`config.mk`:
```
export PLATFORM = sky130hd
export DESIGN_NAME = mfsk_tone_frame_receiver
export DESIGN_NICKNAME = d
export VERILOG_FILES = /design/src/hw/rtl/mftr_pkg.sv /design/src/hw/rtl/mftr_median.sv /design/src/hw/rtl/mftr_tone_search.sv /design/src/hw/rtl/mfsk_tone_frame_receiver.sv
export SDC_FILE = /design/constraint.sdc
export NUM_CORES = 1
export LEC_CHECK = 0
export ABC_AREA = 1
export BUFFER_PORTS_ARGS = -buffer_cell sky130_fd_sc_hd__buf_2
export CAP_MARGIN = 0
export CORE_MARGIN = 2
export CORE_UTILIZATION = 55
export CTS_BUF_LIST = sky130_fd_sc_hd__clkbuf_16
export CTS_CLUSTER_DIAMETER = 100
export DETAILED_ROUTE_END_ITERATION = 16
export GPL_TIMING_DRIVEN = 0
export PLACE_DENSITY = 0.72
export SLEW_MARGIN = 0
export SYNTH_ARGS = -nofsm -noshare
export SYNTH_HDL_FRONTEND = slang
export SYNTH_HIERARCHICAL = 1
export SYNTH_SLANG_ARGS = --single-unit
```
`constraint.sdc`:
```
create_clock -name clk_i -period 8.1 [get_ports clk_i]
set_clock_uncertainty 0.05 [all_clocks]
set_input_delay 1.62 -clock clk_i [delete_from_list [all_inputs] [get_ports clk_i]]
set_output_delay 1.62 -clock clk_i [all_outputs]
set_load 0.01 [all_outputs]
```
`src/hw/rtl/mftr_pkg.sv`:
```
`default_nettype none

package mftr_pkg;

  // Phase codes reported in the result
  localparam logic [2:0] PhWaitA  = 3'd0;
  localparam logic [2:0] PhSawA   = 3'd1;
  localparam logic [2:0] PhHeader = 3'd2;
  localparam logic [2:0] PhBody   = 3'd3;
  localparam logic [2:0] PhDone   = 3'd4;

  // Configuration register indexes
  localparam logic [2:0] CfgBaseTone  = 3'd0;
  localparam logic [2:0] CfgSpacing   = 3'd1;
  localparam logic [2:0] CfgGuardA    = 3'd2;
  localparam logic [2:0] CfgGuardB    = 3'd3;
  localparam logic [2:0] CfgTolerance = 3'd4;

  typedef struct packed {
    logic        mode;
    logic [14:0] freq_hz;
  } in_item_t;

  typedef struct packed {
    logic [2:0] phase;
    logic       tone_accepted;
    logic       byte_valid;
    logic [7:0] byte_value;
    logic       byte_last;
    logic [7:0] body_length;
  } out_item_t;

  typedef struct packed {
    logic [14:0] base_tone_hz;
    logic [12:0] tone_spacing_hz;
    logic [14:0] guard_a_hz;
    logic [14:0] guard_b_hz;
    logic [11:0] match_tolerance_hz;
  } cfg_t;

  // Median scan result, done is a one-cycle pulse
  typedef struct packed {
    logic        done;
    logic [14:0] value;
  } med_res_t;

  // Tone search result, done is a one-cycle pulse
  typedef struct packed {
    logic       done;
    logic       hit;
    logic       is_data;
    logic       eq_guard_a;
    logic       eq_guard_b;
    logic [7:0] sym;
  } tone_res_t;

endpackage

`default_nettype wire

```
`src/hw/rtl/mftr_median.sv`:
```
`default_nettype none

// Sliding sample window with a rank-scan median: one candidate per cycle while
// no push or clear arrives, compared against every entry at once.
module mftr_median #(
  parameter int unsigned WINDOW = 9
) (
  input  wire logic              clk_i,
  input  wire logic              rst_ni,
  input  wire logic              clear_i,
  input  wire logic              push_i,
  input  wire logic [14:0]       push_data_i,
  output mftr_pkg::med_res_t     res_o
);

  localparam int unsigned PW = (WINDOW > 1) ? $clog2(WINDOW) : 1;
  localparam int unsigned CW = $clog2(WINDOW + 1);
  localparam logic [CW-1:0] Mid = CW'(WINDOW / 2);
  localparam logic [PW-1:0] LastPos = PW'(WINDOW - 1);

  logic [14:0]        win_q [WINDOW];
  logic [PW-1:0]      pos_q;
  logic [PW-1:0]      cand_q;
  logic               busy_q;
  mftr_pkg::med_res_t res_q;

  logic [14:0]   cand;
  logic [CW-1:0] cnt_lt;
  logic [CW-1:0] cnt_le;
  logic          found;

  // Rank of the current candidate within the window
  always_comb begin
    cand   = win_q[cand_q];
    cnt_lt = '0;
    cnt_le = '0;
    for (int k = 0; k < WINDOW; k++) begin
      cnt_lt = cnt_lt + CW'(win_q[k] < cand);
      cnt_le = cnt_le + CW'(win_q[k] <= cand);
    end
    found = (cnt_lt <= Mid) && (cnt_le > Mid);
  end

  // Window storage and scan sequencer
  always_ff @(posedge clk_i or negedge rst_ni) begin
    if (!rst_ni) begin
      for (int k = 0; k < WINDOW; k++) win_q[k] <= '0;
      pos_q  <= '0;
      cand_q <= '0;
      busy_q <= 1'b0;
      res_q  <= '0;
    end else begin
      res_q.done <= 1'b0;
      if (clear_i) begin
        for (int k = 0; k < WINDOW; k++) win_q[k] <= '0;
        pos_q  <= '0;
        busy_q <= 1'b0;
      end else if (push_i) begin
        win_q[pos_q] <= push_data_i;
        pos_q  <= (pos_q == LastPos) ? '0 : pos_q + 1'b1;
        cand_q <= '0;
        busy_q <= 1'b1;
      end else if (busy_q) begin
        if (found) begin
          busy_q      <= 1'b0;
          res_q.done  <= 1'b1;
          res_q.value <= cand;
        end else begin
          cand_q <= cand_q + 1'b1;
        end
      end
    end
  end

  assign res_o = res_q;

endmodule

`default_nettype wire

```
`src/hw/rtl/mftr_tone_search.sv`:
```
`default_nettype none

// Walks the data tones and then the two guards through one shared
// absolute-difference compare, first match wins.
module mftr_tone_search #(
  parameter int unsigned BITS_PER_SYMBOL = 2
) (
  input  wire logic               clk_i,
  input  wire logic               rst_ni,
  input  wire logic               start_i,
  input  wire logic [14:0]        med_i,
  input  mftr_pkg::cfg_t          cfg_i,
  output mftr_pkg::tone_res_t     res_o
);

  localparam int unsigned NumTones = 1 << BITS_PER_SYMBOL;
  localparam int unsigned TW = (((13 + BITS_PER_SYMBOL) > 15) ? (13 + BITS_PER_SYMBOL) : 15) + 1;
  localparam int unsigned IW = BITS_PER_SYMBOL + 1;
  localparam logic [IW-1:0] IdxGuardA = IW'(NumTones);
  localparam logic [IW-1:0] IdxGuardB = IW'(NumTones + 1);

  logic                busy_q;
  logic [IW-1:0]       idx_q;
  logic [TW-1:0]       tone_q;
  mftr_pkg::tone_res_t res_q;

  logic [TW-1:0] target;
  logic [TW-1:0] med_ext;
  logic [TW-1:0] diff;
  logic          is_data;
  logic          near;

  // Shared compare unit
  always_comb begin
    med_ext = TW'(med_i);
    is_data = (idx_q < IdxGuardA);
    if (is_data) begin
      target = tone_q;
    end else if (idx_q == IdxGuardA) begin
      target = TW'(cfg_i.guard_a_hz);
    end else begin
      target = TW'(cfg_i.guard_b_hz);
    end
    diff = (med_ext > target) ? (med_ext - target) : (target - med_ext);
    near = (diff < TW'(cfg_i.match_tolerance_hz));
  end

  // Search sequencer
  always_ff @(posedge clk_i or negedge rst_ni) begin
    if (!rst_ni) begin
      busy_q <= 1'b0;
      idx_q  <= '0;
      tone_q <= '0;
      res_q  <= '0;
    end else begin
      res_q.done <= 1'b0;
      if (start_i) begin
        busy_q <= 1'b1;
        idx_q  <= '0;
        tone_q <= TW'(cfg_i.base_tone_hz);
      end else if (busy_q) begin
        if (near || (idx_q == IdxGuardB)) begin
          busy_q           <= 1'b0;
          res_q.done       <= 1'b1;
          res_q.hit        <= near;
          res_q.is_data    <= is_data;
          res_q.eq_guard_a <= (target == TW'(cfg_i.guard_a_hz));
          res_q.eq_guard_b <= (target == TW'(cfg_i.guard_b_hz));
          res_q.sym        <= 8'(idx_q[BITS_PER_SYMBOL-1:0]);
        end else begin
          idx_q  <= idx_q + 1'b1;
          tone_q <= tone_q + TW'(cfg_i.tone_spacing_hz);
        end
      end
    end
  end

  assign res_o = res_q;

endmodule

`default_nettype wire

```
`src/hw/rtl/mfsk_tone_frame_receiver.sv`:
```
`default_nettype none

// Channel  Direction  Handshake              Payload
// in       input      in_valid_i/in_stall_o   mftr_pkg::in_item_t  (mode, freq_hz)
// out      output     out_valid_o/out_stall_i mftr_pkg::out_item_t (one result per frame)
// cfg      input      cfg_we_i                cfg_index_i, cfg_wdata_i
//
// A restart or a frame in the complete phase goes from idle straight to the result
// state. Other frames first pass the median rank scan and the tone search; the rank
// scan and the single shared tone comparator set how long a frame is in work.
// in_stall_o is high while a frame is in work; a result waiting in the output
// register does not block the next input transfer, only the next result load.
// Reset is asynchronous and clears all state but the output data register, the registers take their defaults.
module mfsk_tone_frame_receiver #(
  parameter int unsigned WINDOW          = 9,
  parameter int unsigned BITS_PER_SYMBOL = 2
) (
  input  wire logic              clk_i,
  input  wire logic              rst_ni,
  input  wire logic              in_valid_i,
  output      logic              in_stall_o,
  input  mftr_pkg::in_item_t     in_data_i,
  output      logic              out_valid_o,
  input  wire logic              out_stall_i,
  output mftr_pkg::out_item_t    out_data_o,
  input  wire logic              cfg_we_i,
  input  wire logic [2:0]        cfg_index_i,
  input  wire logic [14:0]       cfg_wdata_i
);

  localparam int unsigned TonesPerByte = 8 / BITS_PER_SYMBOL;
  localparam logic [3:0]  HoldMin      = 4'(WINDOW - 1);
  localparam logic [3:0]  HoldReset    = 4'(WINDOW);
  localparam logic [3:0]  HoldMax      = 4'd15;

  localparam logic [1:0] StIdle   = 2'd0;
  localparam logic [1:0] StMedian = 2'd1;
  localparam logic [1:0] StMatch  = 2'd2;
  localparam logic [1:0] StResult = 2'd3;

  mftr_pkg::cfg_t      cfg_q;
  logic [1:0]          state_q, state_d;
  logic [3:0]          holdoff_q, holdoff_d;
  logic [2:0]          phase_q, phase_d;
  logic [7:0]          hdr_acc_q, hdr_acc_d;
  logic [3:0]          hdr_cnt_q, hdr_cnt_d;
  logic [7:0]          byte_acc_q, byte_acc_d;
  logic [3:0]          bitpos_q, bitpos_d;
  logic [7:0]          bytes_done_q, bytes_done_d;
  logic [7:0]          length_q, length_d;
  logic                acc_q, acc_d;
  logic                bvalid_q, bvalid_d;
  logic [7:0]          bvalue_q, bvalue_d;
  logic                blast_q, blast_d;
  logic                out_valid_q;
  mftr_pkg::out_item_t out_data_q;

  logic                in_xfer;
  logic                push;
  logic                restart;
  logic                out_load;
  mftr_pkg::med_res_t  med_res;
  mftr_pkg::tone_res_t tone_res;

  assign in_stall_o = (state_q != StIdle);
  assign in_xfer    = in_valid_i && !in_stall_o;
  assign restart    = in_xfer && in_data_i.mode;
  assign push       = in_xfer && !in_data_i.mode && (phase_q != mftr_pkg::PhDone);
  assign out_load   = (state_q == StResult) && (!out_valid_q || !out_stall_i);

  mftr_median #(
    .WINDOW (WINDOW)
  ) u_median (
    .clk_i       (clk_i),
    .rst_ni      (rst_ni),
    .clear_i     (restart),
    .push_i      (push),
    .push_data_i (in_data_i.freq_hz),
    .res_o       (med_res)
  );

  mftr_tone_search #(
    .BITS_PER_SYMBOL (BITS_PER_SYMBOL)
  ) u_search (
    .clk_i   (clk_i),
    .rst_ni  (rst_ni),
    .start_i (med_res.done && (state_q == StMedian)),
    .med_i   (med_res.value),
    .cfg_i   (cfg_q),
    .res_o   (tone_res)
  );

  // Configuration registers
  always_ff @(posedge clk_i or negedge rst_ni) begin
    if (!rst_ni) begin
      cfg_q.base_tone_hz       <= 15'd1000;
      cfg_q.tone_spacing_hz    <= 13'd100;
      cfg_q.guard_a_hz         <= 15'd5000;
      cfg_q.guard_b_hz         <= 15'd5500;
      cfg_q.match_tolerance_hz <= 12'd40;
    end else if (cfg_we_i) begin
      unique case (cfg_index_i)
        mftr_pkg::CfgBaseTone:  cfg_q.base_tone_hz       <= cfg_wdata_i;
        mftr_pkg::CfgSpacing:   cfg_q.tone_spacing_hz    <= cfg_wdata_i[12:0];
        mftr_pkg::CfgGuardA:    cfg_q.guard_a_hz         <= cfg_wdata_i;
        mftr_pkg::CfgGuardB:    cfg_q.guard_b_hz         <= cfg_wdata_i;
        mftr_pkg::CfgTolerance: cfg_q.match_tolerance_hz <= cfg_wdata_i[11:0];
        default: ;
      endcase
    end
  end

  // Sequencer, hold-off and framing state machine
  always_comb begin
    logic [3:0] hdr_sh;
    logic [3:0] body_sh;
    logic [7:0] sym8;
    logic [3:0] bitpos_nx;
    logic [7:0] bytes_nx;

    state_d      = state_q;
    holdoff_d    = holdoff_q;
    phase_d      = phase_q;
    hdr_acc_d    = hdr_acc_q;
    hdr_cnt_d    = hdr_cnt_q;
    byte_acc_d   = byte_acc_q;
    bitpos_d     = bitpos_q;
    bytes_done_d = bytes_done_q;
    length_d     = length_q;
    acc_d        = acc_q;
    bvalid_d     = bvalid_q;
    bvalue_d     = bvalue_q;
    blast_d      = blast_q;

    sym8      = tone_res.sym;
    hdr_sh    = 4'(8 - BITS_PER_SYMBOL - int'(hdr_cnt_q) * BITS_PER_SYMBOL);
    body_sh   = 4'(8 - BITS_PER_SYMBOL - int'(bitpos_q));
    bitpos_nx = bitpos_q + 4'(BITS_PER_SYMBOL);
    bytes_nx  = bytes_done_q + 8'd1;

    unique case (state_q)
      StIdle: begin
        if (in_xfer) begin
          acc_d    = 1'b0;
          bvalid_d = 1'b0;
          bvalue_d = '0;
          blast_d  = 1'b0;
          if (in_data_i.mode) begin
            holdoff_d    = HoldReset;
            phase_d      = mftr_pkg::PhWaitA;
            hdr_acc_d    = '0;
            hdr_cnt_d    = '0;
            byte_acc_d   = '0;
            bitpos_d     = '0;
            bytes_done_d = '0;
            length_d     = '0;
            state_d      = StResult;
          end else if (phase_q == mftr_pkg::PhDone) begin
            state_d = StResult;
          end else begin
            if (holdoff_q < HoldMax) holdoff_d = holdoff_q + 4'd1;
            state_d = StMedian;
          end
        end
      end
      StMedian: begin
        if (med_res.done) state_d = StMatch;
      end
      StMatch: begin
        if (tone_res.done) begin
          state_d = StResult;
          if (tone_res.hit && (holdoff_q >= HoldMin)) begin
            holdoff_d = '0;
            acc_d     = 1'b1;
            unique case (phase_q)
              mftr_pkg::PhWaitA: begin
                if (tone_res.eq_guard_a) phase_d = mftr_pkg::PhSawA;
              end
              mftr_pkg::PhSawA: begin
                phase_d = tone_res.eq_guard_b ? mftr_pkg::PhHeader : mftr_pkg::PhWaitA;
              end
              mftr_pkg::PhHeader: begin
                if (tone_res.is_data) begin
                  hdr_acc_d = hdr_acc_q + (sym8 << hdr_sh);
                  hdr_cnt_d = hdr_cnt_q + 4'd1;
                  if (hdr_cnt_d >= 4'(TonesPerByte)) begin
                    length_d = hdr_acc_d;
                    phase_d  = (hdr_acc_d == 8'd0) ? mftr_pkg::PhDone : mftr_pkg::PhBody;
                  end
                end
              end
              mftr_pkg::PhBody: begin
                if (tone_res.is_data) begin
                  byte_acc_d = byte_acc_q + (sym8 << body_sh);
                  bitpos_d   = bitpos_nx;
                  if ((5'(bitpos_nx) + 5'(BITS_PER_SYMBOL)) > 5'd8) begin
                    bvalid_d     = 1'b1;
                    bvalue_d     = byte_acc_d;
                    byte_acc_d   = '0;
                    bitpos_d     = '0;
                    bytes_done_d = bytes_nx;
                    if (bytes_nx == length_q) begin
                      blast_d = 1'b1;
                      phase_d = mftr_pkg::PhDone;
                    end
                  end
                end
              end
              default: ;
            endcase
          end
        end
      end
      StResult: begin
        if (out_load) state_d = StIdle;
      end
      default: state_d = StIdle;
    endcase
  end

  always_ff @(posedge clk_i or negedge rst_ni) begin
    if (!rst_ni) begin
      state_q      <= StIdle;
      holdoff_q    <= HoldReset;
      phase_q      <= mftr_pkg::PhWaitA;
      hdr_acc_q    <= '0;
      hdr_cnt_q    <= '0;
      byte_acc_q   <= '0;
      bitpos_q     <= '0;
      bytes_done_q <= '0;
      length_q     <= '0;
      acc_q        <= 1'b0;
      bvalid_q     <= 1'b0;
      bvalue_q     <= '0;
      blast_q      <= 1'b0;
    end else begin
      state_q      <= state_d;
      holdoff_q    <= holdoff_d;
      phase_q      <= phase_d;
      hdr_acc_q    <= hdr_acc_d;
      hdr_cnt_q    <= hdr_cnt_d;
      byte_acc_q   <= byte_acc_d;
      bitpos_q     <= bitpos_d;
      bytes_done_q <= bytes_done_d;
      length_q     <= length_d;
      acc_q        <= acc_d;
      bvalid_q     <= bvalid_d;
      bvalue_q     <= bvalue_d;
      blast_q      <= blast_d;
    end
  end

  // Output register, loaded when empty or when its transfer completes
  always_ff @(posedge clk_i or negedge rst_ni) begin
    if (!rst_ni) begin
      out_valid_q <= 1'b0;
    end else if (out_load) begin
      out_valid_q <= 1'b1;
    end else if (!out_stall_i) begin
      out_valid_q <= 1'b0;
    end
  end

  always_ff @(posedge clk_i) begin
    if (out_load) begin
      out_data_q.phase         <= phase_q;
      out_data_q.tone_accepted <= acc_q;
      out_data_q.byte_valid    <= bvalid_q;
      out_data_q.byte_value    <= bvalue_q;
      out_data_q.byte_last     <= blast_q;
      out_data_q.body_length   <= length_q;
    end
  end

  assign out_valid_o = out_valid_q;
  assign out_data_o  = out_data_q;

  // Checks
  a_last_ends_transfer: assert property (@(posedge clk_i) disable iff (!rst_ni)
    out_valid_o && out_data_o.byte_last |->
      out_data_o.byte_valid && (out_data_o.phase == mftr_pkg::PhDone))
    else $error("byte_last without a completing byte");

  a_byte_needs_tone: assert property (@(posedge clk_i) disable iff (!rst_ni)
    out_valid_o && out_data_o.byte_valid |-> out_data_o.tone_accepted)
    else $error("byte completed without an accepted tone");

  a_restart_clears: assert property (@(posedge clk_i) disable iff (!rst_ni)
    restart |=> (phase_q == mftr_pkg::PhWaitA) && (length_q == 8'd0) &&
                (holdoff_q == HoldReset))
    else $error("restart did not clear the framing state");

endmodule

`default_nettype wire

```
==> After elaboration in Yosys (flattened, before gate mapping) <==
Index checks and enable logic that the tools add are counted.
{ "totals": {"reg_bits": 340, "latch_bits": 0, "ram_bits": 0, "rom_bits": 0, "elab_cells": 330, "n_memories": 0} }
{ "op_classes": {"addsub": 31, "multipliers": 0, "div_mod_pow": 0, "order_cmp": 30, "eq_ne": 42, "shift": 2, "n_mux": 129, "n_bitwise": 5, "reduce_logical": 43} }
{ "ops": {"columns": ["operator", "n"], "rows": [
  ["135-bit two-way mux", 2],
  ["8-bit two-way mux", 27],
  ["16-bit two-way mux", 9],
  ["135-bit bitwise mux", 1],
  ["15-bit less-or-equal comparator", 9],
  ["15-bit < comparator", 9],
  ["4-bit two-way mux", 23],
  ["8-bit one-hot mux with 2 select lines", 5],
  ["15-bit binary-select mux with 4-bit select", 1],
  ["15-bit demux with 4-bit select", 1],
  ["15-bit two-way mux", 4],
  ["4-bit by 1-bit adder with 4-bit output", 14],
  ["3-bit two-way mux", 14],
  ["13-bit two-way mux", 3],
  ["16-bit by 15-bit == test with 1-bit output", 2],
  ["4-bit one-hot mux with 2 select lines", 3],
  ["8-bit AND reduction", 3],
  ["1-bit two-way mux", 23],
  ["7-bit AND reduction", 3],
  ["2-bit != test (second input constant)", 9],
  ["3-bit != test (second input constant)", 6],
  ["16-bit by 13-bit adder with 16-bit output", 1],
  ["4-bit by 1-bit adder with 4-bit output (second input constant)", 4],
  ["8-bit adder", 2],
  ["other kinds (49)", 104]
]} }

==> Longest topological paths before layout <==
{ "logic_depth": {"word_depth": 19, "depth_mapped": 35} }

==> Cells and area by module <==
The synthesis kept the hierarchy.
{ "by_module_without_submodules": {"columns": ["mod", "instances", "cells_each", "area_per_inst_um2", "seq_area_each_um2"], "rows": [
  ["mftr_median", 1, 1355, 10762.8, 4003.8],
  ["mfsk_tone_frame_receiver", 1, 842, 7279.5, 3946.3],
  ["mftr_tone_search", 1, 828, 4880.9, 675.6]
]} }

==> Least setup slack after synthesis <==
Ideal clock, no wire load.
{ "synth_path": {"path_kind": "register to register", "from": "register u_median.cand_q[0]", "to": "register u_median.res_q (netlist bit u_median/res_o[10])", "arrival_time_ns": 5.428, "t_required_ns": 7.933, "slack_ns": 2.505, "path_stages_with_launch": 31, "path_buffers": 3, "path_cell_list": "dfrtp_1 -> buf_4 -> nor4_4 -> buf_6 -> nand2_1 -> nand2_1 -> inv_1 -> ha_1 -> a21oi_1 -> nor2_1 -> nor2_1 -> nand3_1 -> nand2_1 -> nand2_1 -> fa_1 -> inv_1 -> fa_1 -> fa_1 -> inv_1 -> fa_1 -> fa_1 -> nand2_1 -> nand3_1 -> nand2_1 -> inv_1 -> nand2_1 -> nor2_4 -> inv_2 -> buf_4 -> nand2_1 -> nand2_1"} }
{ "synth_between": {"elab_chain_len": 16, "word_cells_on_any_way": 42, "classes_between": "add/sub (16); order compare (20); mux (3); bitwise (1); reduce/logical (2)"} }
{ "synth_rtl": {"columns": ["item", "line", "text"], "rows": [
  ["start: declaration", "mftr_median.sv:23", "logic [PW-1:0] cand_q;"],
  ["start signal: assignment", "mftr_median.sv:69", "cand_q <= cand_q + 1'b1;"],
  ["4-bit inverter with 5-bit output (not written as such) (*)", "mftr_median.sv:34", "cand = win_q[cand_q];"],
  ["15-bit binary-select mux with 4-bit select (*)", "mftr_median.sv:34", null],
  ["15-bit two-way mux (not written as such) (*) (2 in series)", "mftr_median.sv:34", null],
  ["15-bit < comparator / 15-bit less-or-equal comparator (equally long branches)", "mftr_median.sv:38, mftr_median.sv:39", null],
  ["1-bit by 1-bit adder with 2-bit output (on tied branches)", "mftr_median.sv:38, mftr_median.sv:39", null],
  ["4-bit by 1-bit adder with 4-bit output (on tied branches) (7 in series)", "mftr_median.sv:38, mftr_median.sv:39", null],
  ["4-bit by 3-bit less-or-equal comparator with 1-bit output / 4-bit by 3-bit greater-than comparator with 1-bit output (equally long branches)", "mftr_median.sv:41", "found = (cnt_lt <= Mid) && (cnt_le > Mid);"],
  ["1-bit logical AND", "mftr_median.sv:41", null],
  ["4-bit AND reduction (no source line)", null, null],
  ["end: declaration", "mftr_median.sv:25", "mftr_pkg::med_res_t res_q;"]
]} }
Every way passes the cells marked *; elsewhere a longest branch is shown, timed or not. The select of a mux whose other input is x is not followed.
A chain may end at the register's enable or synchronous reset.

==> Final worst setup path <==
{ "layout_path": {"from": "register u_median.cand_q[1]", "to": "register u_median.res_q (netlist bit u_median/res_o[13])"} }
Same word-level chain as after synthesis.

==> impl_metrics.yaml <==
run_status:
  status: "finished, final reports clean"
global_routing:
  grt_max_degree: 115
  grt_pass1_wl_um: 113700
  track_usage: 0.3347
  grt_pass1_vias: 21050
  antenna_found_initial: 0
  overflow: 0
floorplanning:
  die_h_um: 208.2
  dieWidth_um: 208.2
  std_cell_rows: 74
  die-area_um2: 43330
  initial_core_util: 0.5589
  io_pins: 63
  coreArea_um2: 41020
detailed_routing:
  m1WireLength_um: 29300
  route.met3.wl_um: 5323
  top_layer_used: "met4"
  drc: 0
  dr.pass1.iters: 6
  via_per_inst: 5.834
  post_drt_wl_per_cell_um: 19.56
  drt_iter0_markers: 2132
  wl_met2_um: 33010
  wl_um: 72280
  ant_nets: 0
  dr_total_vias: 21560
power_and_ir_drop:
  combPwrFrac: 0.647
  clockPowerShare: 0.142
  total_power_w: 0.01219
  irDropWorstVdd_uv: 278.1
  p_leak_nw: 13.14
  powerDensity_nw_per_um2: 483.2
  power_switching_w: 0.006374
  p_int_w: 0.005818
  swShare: 0.5228
  pwr-share-seq: 0.210
sta:
  fmax_mhz: 135.9
  period_needed_ns: 7.359
  worst_slack_ns: 0.7412
  slew_headroom: 0.3011
  final-hold-violation-count: 0
  maxSlewViolCount: 0
  grt_setup_unrepaired: "false"
  fin_crit_sh: 0.9085
  worst_slew_pin_slew_ns: 1.039
  setup_violations: 0
synthesis:
  async_flop_share: 0.9351
  synth_edf_count: 22
  mappedNetlistArea_um2: 22920
  netlist_top_cells_count: "nand2_1 (854), inv_1 (434), dfrtp_1 (291)"
  yosysWarnings: 6
  netlist_instances: 3025
  synth_area_leaders: "dfrtp_1 (32%), nand2_1 (14%), ha_1 (12%), inv_1 (7.1%), nand3_1 (5.1%)"
  ys_seq_elements: 339
  ys_seq_area_frac: 0.3763
  synth_flop_cell: "dfrtp_1"
  yosysTopAreaCell: "dfrtp_1"
  synth.most_common_cell: "nand2_1"
  synth.avg_cell_area_um2: 7.578
  yosysTopAreaCellShare: 0.3177
  synth.distinct_cells: 60
setup_path:
  cp_max_fo: 10
  path_class: "reg -> reg"
  crit_top_cell: "nand2_1"
  cp.required_ns: 8.49
  crit-reg2reg-capture: "u_median/res_o[13]"
  crit_slowest_cell: "buf_1"
  critical-path-max-stage-delay_ns: 0.66
  timing.rr.start: "u_median/cand_q[1]"
  rrSetupSlack_ns: 0.74
  cp_data_arrival_time_ns: 7.75
  r2r_cells: 31
  end_kind: "flip-flop"
  cp-start-kind: "flip-flop"
clock_tree:
  cts_root_buffer: "clkbuf_16"
  post_cts_buffers: 0
  clockBufferDepth: 3
  cts_tree: "done"
  cts_resized: 0
  numCtsBuffers: 40
  htree_levels: 2
  ctsHoldBuffers: 0
  clk_latency_ns: 0.57
  cts.clk_slew.worst_paths_ns: 0.06
  clock-sinks: 339
worst_hold_path:
  hp-class: "reg -> reg"
  hold_end: "out_data_o[17]"
  holdPathStages: 0
  hold_path.startpoint: "bvalid_q"
placement:
  hpwl_um: 54120
  port_buffers: 62
  post-place-ws_ns: 0.8987
  gp_congestion: 1.010
flow_run:
  drv_cap: 0
final_layout:
  nFillCells: 3728
  nNetsFinal: 3417
  drive_gt1_frac: 0.08536
  area_growth_pct: 10.08
-- final cells by class --
cell class | count | area, µm² | share of cell area
Inverter | 449 | 1685 | 0.06679
Clock inverter | 26 | 177.7 | 0.007041
Clock buffer | 42 | 1051 | 0.04165
Timing Repair Buffer | 65 | 390.4 | 0.01547
Antenna cell | 1 | 2.502 | 0.00009917
Buffer | 98 | 536.8 | 0.02127
Multi-Input combinational cell | 2144 | 12100 | 0.4794
Tap cell | 532 | 665.6 | 0.02638
Sequential cell | 339 | 8626 | 0.3418
-- cells by family (layout without fill, tap and decap cells) --
kind of cell,count (synthesis),after routing,synth area share
and+or+nand+nor,1333,1333,0.2470
xor gates and xnor gates,35,35,0.01337
muxes,2,2,0.0008733
AOI/OAI and AO/OA,527,527,0.1289
other,1,7,0.0001636
adders and majority gates,241,241,0.1365
buffers and inverters,547,680,0.09694
DFF,339,339,0.3763
-- state kept, by name, summed over array words and instances, names as in the netlist, 7 cells and up --
signal and flops:
byte_acc_q 8, cfg_q 70, u_median/res_o 16, bytes_done_q 8, u_search/res_o 7, length_q 8
hdr_acc_q 8, out_data_o 22, u_search/tone_q 16, u_median/win_q 135, bvalue_q 8
-- per-layer routing --
metal  vias to the layer above  track usage
met4                         0       0.1940
li1                      10170            -
met5                         -            0
met1                     10220       0.4242
met3                       255      0.04619
met2                       913       0.5510
-- worst max-delay path: cells and delay by family (launching register included) --
family,cells,cell delay (ns)
buffers and inverters,9,1.64
flip-flops,1,0.35
AND/OR/NAND/NOR,14,1.95
adder cells (fa/ha/maj),6,2.94
AO/OA/AOI/OAI,2,0.26
-- placed cells by master (no fill, tap or decap), types with 7 or more instances in the layout --
cell / n
nor2_1: 129
nand2_2: 12
ha_1: 226
nor3_1: 14
buf_6: 7
dfstp_2: 26
clkbuf_16: 42
fa_1: 15
nand2_1: 854
dfrtp_1: 291
o21ai_0: 182
xnor2_1: 12
o211ai_1: 20
nor2_2: 7
nand3b_1: 8
inv_2: 13
clkinv_1: 7
edfxtp_1: 22
inv_1: 444
buf_4: 14
clkbuf_1: 32
or2_2: 10
o21ai_1: 22
a21oi_1: 126
nand3_1: 232
nand4_1: 42
o22ai_1: 138
buf_2: 103
xor2_1: 23
a31oi_1: 12
-- how the worst max path moves through the flow --
stage | to | startpoint | slack [ns]
after floorplan | u_median/res_o[10] | u_median/cand_q[0] | 2.51
after global placement | u_median/win_q[68] | rst_ni | -0.82
after detailed placement | u_median/res_o[6] | u_median/cand_q[1] | 0.90
after CTS | u_median/res_o[13] | u_median/cand_q[1] | 0.86
after global routing | u_median/res_o[11] | u_median/cand_q[1] | 0.49
final | u_median/res_o[13] | u_median/cand_q[1] | 0.74
-- power by group through the flow --
stage / Sequential [W] / Clock, W / Combinational (W)
floorplan: 0.00247 / 0 / 0.00555
global placement: 0.00256 / 0 / 0.00738
detailed placement: 0.00257 / 0 / 0.00767
CTS: 0.00255 / 0.00177 / 0.00773
global route: 0.00261 / 0.00182 / 0.00887
finish: 0.00256 / 0.00174 / 0.00789
-- through the flow --
step                  util  cells  instance area (µm²)  hold slack [ns]  TNS (ns)
floorplan                -   3030                22940           0.3749         0
global placement    0.5831   3624                23920           0.3868   -227.45
finish              0.6152   3696                25230           0.3981         0
global route        0.6151   3695                25230           0.4072         0
detailed placement  0.5852   3627                24000           0.3841         0
CTS                 0.6151   3695                25230           0.4006         0
Note: power is estimated with default switching activity, not from simulation.
